File: config.mk
export PLATFORM = sky130hd
export DESIGN_NAME = pda_front
export DESIGN_NICKNAME = d
export VERILOG_FILES = /design/src/rtl/core/pushdown_automaton_recognizer_assert.svh /design/src/rtl/core/pda_pkg.sv /design/src/rtl/core/pda_front.sv
export SDC_FILE = /design/constraint.sdc
export NUM_CORES = 1
export LEC_CHECK = 0
export ABC_AREA = 1
export BUFFER_PORTS_ARGS = -buffer_cell sky130_fd_sc_hd__clkbuf_2
export CORE_ASPECT_RATIO = 0.5
export CORE_MARGIN = 3
export CORE_UTILIZATION = 30
export CTS_CLUSTER_DIAMETER = 50
export CTS_CLUSTER_SIZE = 16
export DETAILED_ROUTE_END_ITERATION = 16
export GPL_TIMING_DRIVEN = 0
export PLACE_DENSITY_LB_ADDON = 0.25
export SYNTH_ARGS = -nofsm -noshare
export SYNTH_HDL_FRONTEND = slang
export SYNTH_SLANG_ARGS = --single-unit
File: constraint.sdc
create_clock -name clk -period 4.15 [get_ports clk]
set_input_delay 0.415 -clock clk [delete_from_list [all_inputs] [get_ports clk]]
set_output_delay 0.415 -clock clk [all_outputs]
set_load 0.02 [all_outputs]
File: src/rtl/core/pushdown_automaton_recognizer_assert.svh
// Assertion macros for the pushdown recognizer.
// Each macro expects clk and rst_n to be visible where it is used.
`ifndef PUSHDOWN_AUTOMATON_RECOGNIZER_ASSERT_SVH
`define PUSHDOWN_AUTOMATON_RECOGNIZER_ASSERT_SVH

// The condition must hold in the same cycle as the trigger.
`define PDA_ASSERT_SAME(label, trig, cons, msg) \
    label: assert property (@(posedge clk) disable iff (!rst_n) (trig) |-> (cons)) \
        else $error(msg);

// The condition must hold in the cycle after the trigger.
`define PDA_ASSERT_NEXT(label, trig, cons, msg) \
    label: assert property (@(posedge clk) disable iff (!rst_n) (trig) |=> (cons)) \
        else $error(msg);

`endif

File: src/rtl/core/pda_pkg.sv
package pda_pkg;

    localparam logic [1:0] CMD_LOAD   = 2'd0;
    localparam logic [1:0] CMD_SYMBOL = 2'd1;
    localparam logic [1:0] CMD_END    = 2'd2;

    localparam logic [0:0] CFG_START  = 1'd0;
    localparam logic [0:0] CFG_ACCEPT = 1'd1;

    localparam logic [2:0] VERDICT_PENDING  = 3'd0;
    localparam logic [2:0] VERDICT_ACCEPTED = 3'd1;
    localparam logic [2:0] VERDICT_REJECTED = 3'd2;
    localparam logic [2:0] VERDICT_OVERFLOW = 3'd3;
    localparam logic [2:0] VERDICT_STEPS    = 3'd4;

    // Byte seen by a pop of an empty stack or a read past the end of the string.
    localparam logic [7:0] END_BYTE = 8'h7a;

    typedef enum logic [1:0] {
        ACT_READ = 2'd0,
        ACT_PUSH = 2'd1,
        ACT_POP  = 2'd2
    } act_kind_t;

    typedef enum logic [1:0] {
        K_LOAD,
        K_SYMBOL,
        K_END,
        K_NOP
    } item_kind_t;

    typedef enum logic [2:0] {
        B_IDLE,
        B_CHECK,
        B_ACT,
        B_POP,
        B_TRANS,
        B_EMIT
    } back_state_t;

    typedef struct packed {
        logic [1:0] command;
        logic [3:0] state_index;
        logic [7:0] symbol;
        logic [3:0] next_state;
        logic [1:0] action_kind;
    } in_item_t;

    typedef struct packed {
        logic [2:0] verdict;
        logic       string_done;
    } out_item_t;

    // Classified item as it waits between the front and the back.
    typedef struct packed {
        item_kind_t kind;
        logic [3:0] src;
        logic [7:0] sym;
        logic [3:0] dst;
        act_kind_t  act;
        logic       act_wr;
    } q_entry_t;

    typedef struct packed {
        logic pop;
        logic clearing;
    } back_status_t;

    // Reduces a 4-bit state number modulo the number of states.
    function automatic logic [3:0] state_mod(input logic [3:0] v, input int unsigned n);
        logic [3:0] r;
        r = v;
        for (int i = 0; i < 8; i++)
        begin
            if (32'(r) >= n)
            begin
                r = r - 4'(n);
            end
        end
        return r;
    endfunction

endpackage

File: src/rtl/core/pda_front.sv
module pda_front #(
    parameter int NUM_STATES = 16
) (
    input  logic                  clk,
    input  logic                  rst_n,
    input  logic                  in_valid,
    output logic                  in_stall,
    input  pda_pkg::in_item_t     in_data,
    input  pda_pkg::back_status_t status,
    output logic                  q_valid,
    output pda_pkg::q_entry_t     q_entry
);

    import pda_pkg::*;

    localparam int QD = 2;

    q_entry_t   ent_reg [QD];
    q_entry_t   classified;
    logic       wr_ptr_reg, wr_ptr_next;
    logic       rd_ptr_reg, rd_ptr_next;
    logic [1:0] count_reg, count_next;
    logic       push;

    always_comb
    begin
        unique case (in_data.command)
            CMD_LOAD:   classified.kind = K_LOAD;
            CMD_SYMBOL: classified.kind = K_SYMBOL;
            CMD_END:    classified.kind = K_END;
            default:    classified.kind = K_NOP;
        endcase
        classified.src    = state_mod(in_data.state_index, NUM_STATES);
        classified.sym    = in_data.symbol;
        classified.dst    = state_mod(in_data.next_state, NUM_STATES);
        classified.act    = act_kind_t'(in_data.action_kind);
        // An unknown action code still writes the transition but keeps the action.
        classified.act_wr = (in_data.action_kind == ACT_READ) ||
                            (in_data.action_kind == ACT_PUSH) ||
                            (in_data.action_kind == ACT_POP);
    end

    assign in_stall = (count_reg == 2'(QD)) || status.clearing;
    assign push     = in_valid && !in_stall;
    assign q_valid  = (count_reg != 2'd0);
    assign q_entry  = ent_reg[rd_ptr_reg];

    always_comb
    begin
        wr_ptr_next = push ? !wr_ptr_reg : wr_ptr_reg;
        rd_ptr_next = status.pop ? !rd_ptr_reg : rd_ptr_reg;
        count_next  = count_reg + 2'(push) - 2'(status.pop);
    end

    always_ff @(posedge clk)
    begin
        if (push)
        begin
            ent_reg[wr_ptr_reg] <= classified;
        end
    end

    always_ff @(posedge clk or negedge rst_n)
    begin
        if (!rst_n)
        begin
            wr_ptr_reg <= 1'b0;
            rd_ptr_reg <= 1'b0;
            count_reg  <= 2'd0;
        end
        else
        begin
            wr_ptr_reg <= wr_ptr_next;
            rd_ptr_reg <= rd_ptr_next;
            count_reg  <= count_next;
        end
    end

endmodule

## Word level (Yosys, flattened, before mapping)

Memory sizes are Yosys's and may differ from the RTL's.
Cells that the tools add are included.

| storage, ports and cells | value |
|---|---|
| logic and storage cells | 24 |
| register bits | 4 |
| memories | 1 |
| bits in latches | 0 |
| ROM bits | 0 |
| bits in writable memories | 42 |

Memory list:

| name | words | width | rd ports | clocked after Yosys merged registers in | write ports | RTL line | source |
|---|---|---|---|---|---|---|---|
| ent_reg | 2 | 21 | 1 | 0 | 1 | pda_front.sv:18 | `q_entry_t ent_reg [QD];` |

| operators by class | value |
|---|---|
| bitwise operators | 0 |
| order comparisons | 0 |
| reductions and logical operators | 10 |
| div/mod/pow operators | 0 |
| $add $sub $neg | 2 |
| muxes and demuxes | 3 |
| shift operators | 0 |
| $mul | 0 |
| equality and inequality tests | 5 |

Operators by type and width:

| kind | count |
|---|---|
| 2-bit equality test, second input constant | 3 |
| 2-bit case mux with 3 select lines | 1 |
| 2-bit by 1-bit equality test with 1-bit output, second input constant | 2 |
| 2-bit zero test | 2 |
| 1-bit zero test | 3 |
| 1-bit logical OR | 3 |
| 2-bit by 1-bit adder with 2-bit output | 1 |
| 1-bit 2-to-1 mux | 2 |
| 2-bit nonzero test | 1 |
| 2-bit by 1-bit subtractor with 2-bit output | 1 |
| 1-bit logical AND | 1 |

## Depth between registers and ports, before layout

| logic depth | value |
|---|---|
| depth after elaboration | 6 |
| depth in mapped cells | 9 |
| gate-level depth less buffers | 9 |

## Worst setup path after synthesis

Ideal clock, no wire load.

| path | value |
|---|---|
| path kind | input port to flip-flop |
| start | input port status[0] (netlist bit) |
| end | memory ent_reg[1][0] (netlist bit), enable pin |
| arrival time | 1.516 ns |
| setup slack | 2.235 ns |
| data required time | 3.751 ns |
| buffers on the path | 0 |
| setup time | 0.399 ns |
| stages | 3 |
| cell sequence | inv_1 -> nand3_1 -> nor2_1 |

| between the ends | value |
|---|---|
| longest elaborated chain between the ends | 5 |

Ends and longest elaborated chain:

| what | RTL line | source |
|---|---|---|
| start: declaration | pda_front.sv:9 | `input pda_pkg::back_status_t status,` |
| 1-bit logical OR | pda_front.sv:43 | `assign in_stall = (count_reg == 2'(QD)) \|\| status.clearing;` |
| 1-bit zero test | pda_front.sv:44 | `assign push = in_valid && !in_stall;` |
| 1-bit logical AND | pda_front.sv:44 |  |
| 1-bit 2-to-1 mux | pda_front.sv:57 | `if (push)` |
| 1-bit 2-to-1 mux (implied by the code) | pda_front.sv:59 | `ent_reg[wr_ptr_reg] <= classified;` |
| end: declaration | pda_front.sv:18 |  |

Every way passes these cells.

==> impl_metrics.csv <==
group,metric,value,unit
synth,synth_top_area_cell,"sky130_fd_sc_hd__edfxtp_1",
floorplanning,floorplan.die_area,7412,um^2
floorplanning,ios,48,
floorplanning,die_width,118.8,um
routing,detail_route.wl_per_cell,11.22,um
finish,layout-drive-gt1-share,39.59,%
synth,synth_top_family_by_area,"buffers and inverters",
synth,synth.top_cell.area_share,66.10,%
routing,ant_nets,0,
synth,asyncSetResetFlopFracSynth,8.696,%
pwr,internal-power,0.001037,W
worst_setup_path,critPathKind,"reg2out",
synth,post_synth_and_or_nand_nor_area_fraction,7.475,%
finish,multi_input_area,355.3,um^2
pwr,p_seq_share,37.9,%
outcome,status,"finished clean",
routing,routed_wl,3152,um
clocking,path_clk_slew,0.06,ns
timing,unrepaired_setup_endpoints_after_global_routing,"no",
timing,setup_tns,0,ns
global_routing,grt_pass1_wl,5423,um
pwr,ir_worst_vdd,0.2372,mV
routing,count_of_unresolved_drc_violations_after_routing,0,
pwr,p_clk_share,22.8,%
synth,yosys-top-cells-area,"sky130_fd_sc_hd__edfxtp_1 (66%), sky130_fd_sc_hd__o21ai_2 (8.7%), sky130_fd_sc_hd__nand2_1 (6.1%)",
placed_design,globalplace.congestion,0.6619,
worst_setup_path,highest_net_fanout_along_the_worst_path,10,
routing,post_drt_via_cell_ratio,4.043,
routing,first_pass_iters,4,
timing,timing.final.crit_period,1.671,ns
timing,setup_violating_endpoint_count_in_the_final_report,0,
timing,report.final.hold_viol_count,0,
global_routing,number_of_global_route_vias_before_repair,1205,
worst_hold_path,min_path_type,"in2reg",
global_routing,grt_overflow,0,
run,maxCapViolCount,0,
synth,synth_compound_gate_area_share,9.246,%
timing,fin_crit_sh,40.27,%
finish,num-fill-cells,570,
worst_setup_path,cp_data_arrival_time,1.26,ns
clocking,ctsRootBufferMaster,"sky130_fd_sc_hd__clkbuf_16",
routing,vias,1136,
pwr,power-per-cell-area,663.9,nW/um^2
routing,dr.first_iter.drc_count,58,
global_routing,globalRouteTotalUtil,9.412,%
clocking,clock-sinks,46,
synth,synth_ff_type,"sky130_fd_sc_hd__edfxtp_1",
placed_design,dpl.hpwl,2349,um
clocking,clock_tree.buffer_depth,2,
clocking,clock_latency,0.27,ns
finish,largest_register_ffs,42,
clocking,numCtsBuffers,5,
pwr,swShare,35.00,%
placed_design,port_buffers,45,
synth,synth_enable_flop_cells,42,
timing,worst_clock_skew,0.001975,ns
floorplanning,num_rows,19,
synth,post-synth-top-count-cell,"sky130_fd_sc_hd__edfxtp_1",
floorplanning,die_height,62.40,um
synth,synth-seq-cells,46,
synth,syn_area,1908,um^2
synth,multiplexer_area_fraction_after_synthesis,0,%
synth,synth.avg_cell_area,13.44,um^2
timing,max_slew.worst_pin.slew,0.8526,ns
finish,antenna-diode-count,0,
clocking,post-cts-setup-buffer-count,0,
synth,synth.lib_cells_used.distinct,16,
clocking,htree_levels,2,
pwr,total_leakage_power,1.051,nW
worst_setup_path,category_of_the_worst_setup_path_launch_point,"flop",
pwr,power.combinational.fraction,39.3,%
pwr,power_switching,0.0005584,W
synth,syn-instance-count,142,
synth,synth-seq-area-share,71.34,%
synth,post_synth_fa_ha_maj_area_fraction,1.311,%
floorplanning,initial_core_util,32.89,%
clocking,tritoncts,"built",
worst_setup_path,cp.required,3.73,ns
global_routing,antenna_found_initial,0,
finish,fin_nets,223,
synth,synthXorXnorAreaFrac,0.4590,%
timing,fmaxAchievable,598.4,MHz
timing,relSlewSlack,43.10,%
synth,synth_common_cells,"sky130_fd_sc_hd__edfxtp_1 (42), sky130_fd_sc_hd__nand2_1 (31), sky130_fd_sc_hd__inv_1 (29), sky130_fd_sc_hd__o21ai_2 (19), sky130_fd_sc_hd__dfrtp_1 (4)",
placed_design,placedInstanceArea,2256,um^2
synth,postSynthNetCount,169,
timing,finalMaxSlewViolations,0,
finish,syn2layout_area_growth,25.97,%
global_routing,grt_max_degree,22,
synth,synthesis.yosys.warnings,0,
finish,seq_area,1361,um^2
floorplanning,core_region_area,5801,um^2
worst_setup_path,endpoint_kind,"primary output",
finish,post_route_cell_area,2404,um^2
==> critical path: stages, from the launching register on <==
cell	delay, ns
sky130_fd_sc_hd__dfrtp_1	0.37
sky130_fd_sc_hd__buf_6	0.14
sky130_fd_sc_hd__buf_12	0.15
sky130_fd_sc_hd__o21ai_2	0.13
sky130_fd_sc_hd__clkbuf_2	0.18
==> what timing repair did <==
action	CTS	global route
hold buffers	1	0
hold endpoints to repair	4	0
resized for setup	0	0
==> worst paths after layout <==
check | start | to | slack [ns] | depth (start not counted)
worst max-delay path | rd_ptr_reg | q_entry[14] | 2.48 | 4
worst min-delay path | in_data[3] | ent_reg[1][4] | 0.32 | 1
max in group asynchronous | rst_n | count_reg[0] | 3.53 | 2
worst min register to register | wr_ptr_reg | wr_ptr_reg | 0.48 | 2
worst max register to register | count_reg[0] | ent_reg[0][11] | 2.48 | 4
min in group asynchronous | rst_n | wr_ptr_reg | 0.49 | 2
==> per-layer routing <==
layer,vias up,share of wire [%],track usage (%)
li1,580,-,-
met1,530,42,10.05
met2,21,51,16.54
met3,5,5.3,3.707
met4,0,1.7,4.329
met5,-,0,0
==> final cells by class <==
cell class | instances | area share, %
multi-input combinational | 60 | 14.78
clock buffer | 6 | 5.362
inverter | 29 | 4.529
timing repair buffer | 47 | 10.41
sequential | 46 | 56.64
buffer | 7 | 3.540
clock inverter | 2 | 0.3644
tap | 84 | 4.373
==> through the flow <==
stage / hold WS, ns / setup WS, ns / total power (W) / instances / utilization (%)
2_1_floorplan: 0.1194 / 2.235 / 0.001067 / 142 / -
3_3_place_gp: 0.2276 / 1.547 / 0.001243 / 271 / 38.59
3_5_place_dp: 0.2351 / 2.367 / 0.001265 / 272 / 38.89
4_1_cts: 0.3178 / 2.430 / 0.001630 / 281 / 41.44
5_1_grt: 0.3165 / 2.310 / 0.001702 / 281 / 41.44
6_report: 0.3247 / 2.479 / 0.001596 / 281 / 41.44
==> cell families after synthesis <==
logic type | after synthesis
and+or+nand+nor | 36
buffers and inverters | 36
AOI/OAI and AO/OA | 21
DFF | 46
xor gates and xnor gates | 1
adders and majority gates | 2
==> cells in the final DEF (no fill, tap or decap), types with 2 or more instances in the layout <==
master,netlist,layout
sky130_fd_sc_hd__buf_12,2,2
sky130_fd_sc_hd__buf_6,2,2
sky130_fd_sc_hd__buf_8,1,2
sky130_fd_sc_hd__clkbuf_1,2,3
sky130_fd_sc_hd__clkbuf_16,0,5
sky130_fd_sc_hd__clkbuf_2,0,45
sky130_fd_sc_hd__dfrtp_1,4,4
sky130_fd_sc_hd__edfxtp_1,42,42
sky130_fd_sc_hd__ha_1,2,2
sky130_fd_sc_hd__inv_1,29,29
sky130_fd_sc_hd__nand2_1,31,31
sky130_fd_sc_hd__nand3_1,2,2
sky130_fd_sc_hd__o21ai_0,2,2
sky130_fd_sc_hd__o21ai_2,19,19
==> power by group through the flow <==
stage	Sequential (W)	Clock, W	Combinational [W]
floorplan	0.000610	0	0.000458
global placement	0.000613	0	0.000630
detailed placement	0.000616	0	0.000650
CTS	0.000606	0.000373	0.000651
global route	0.000612	0.000392	0.000698
finish	0.000605	0.000363	0.000628
No activity file was read; power rests on OpenSTA's default activity.
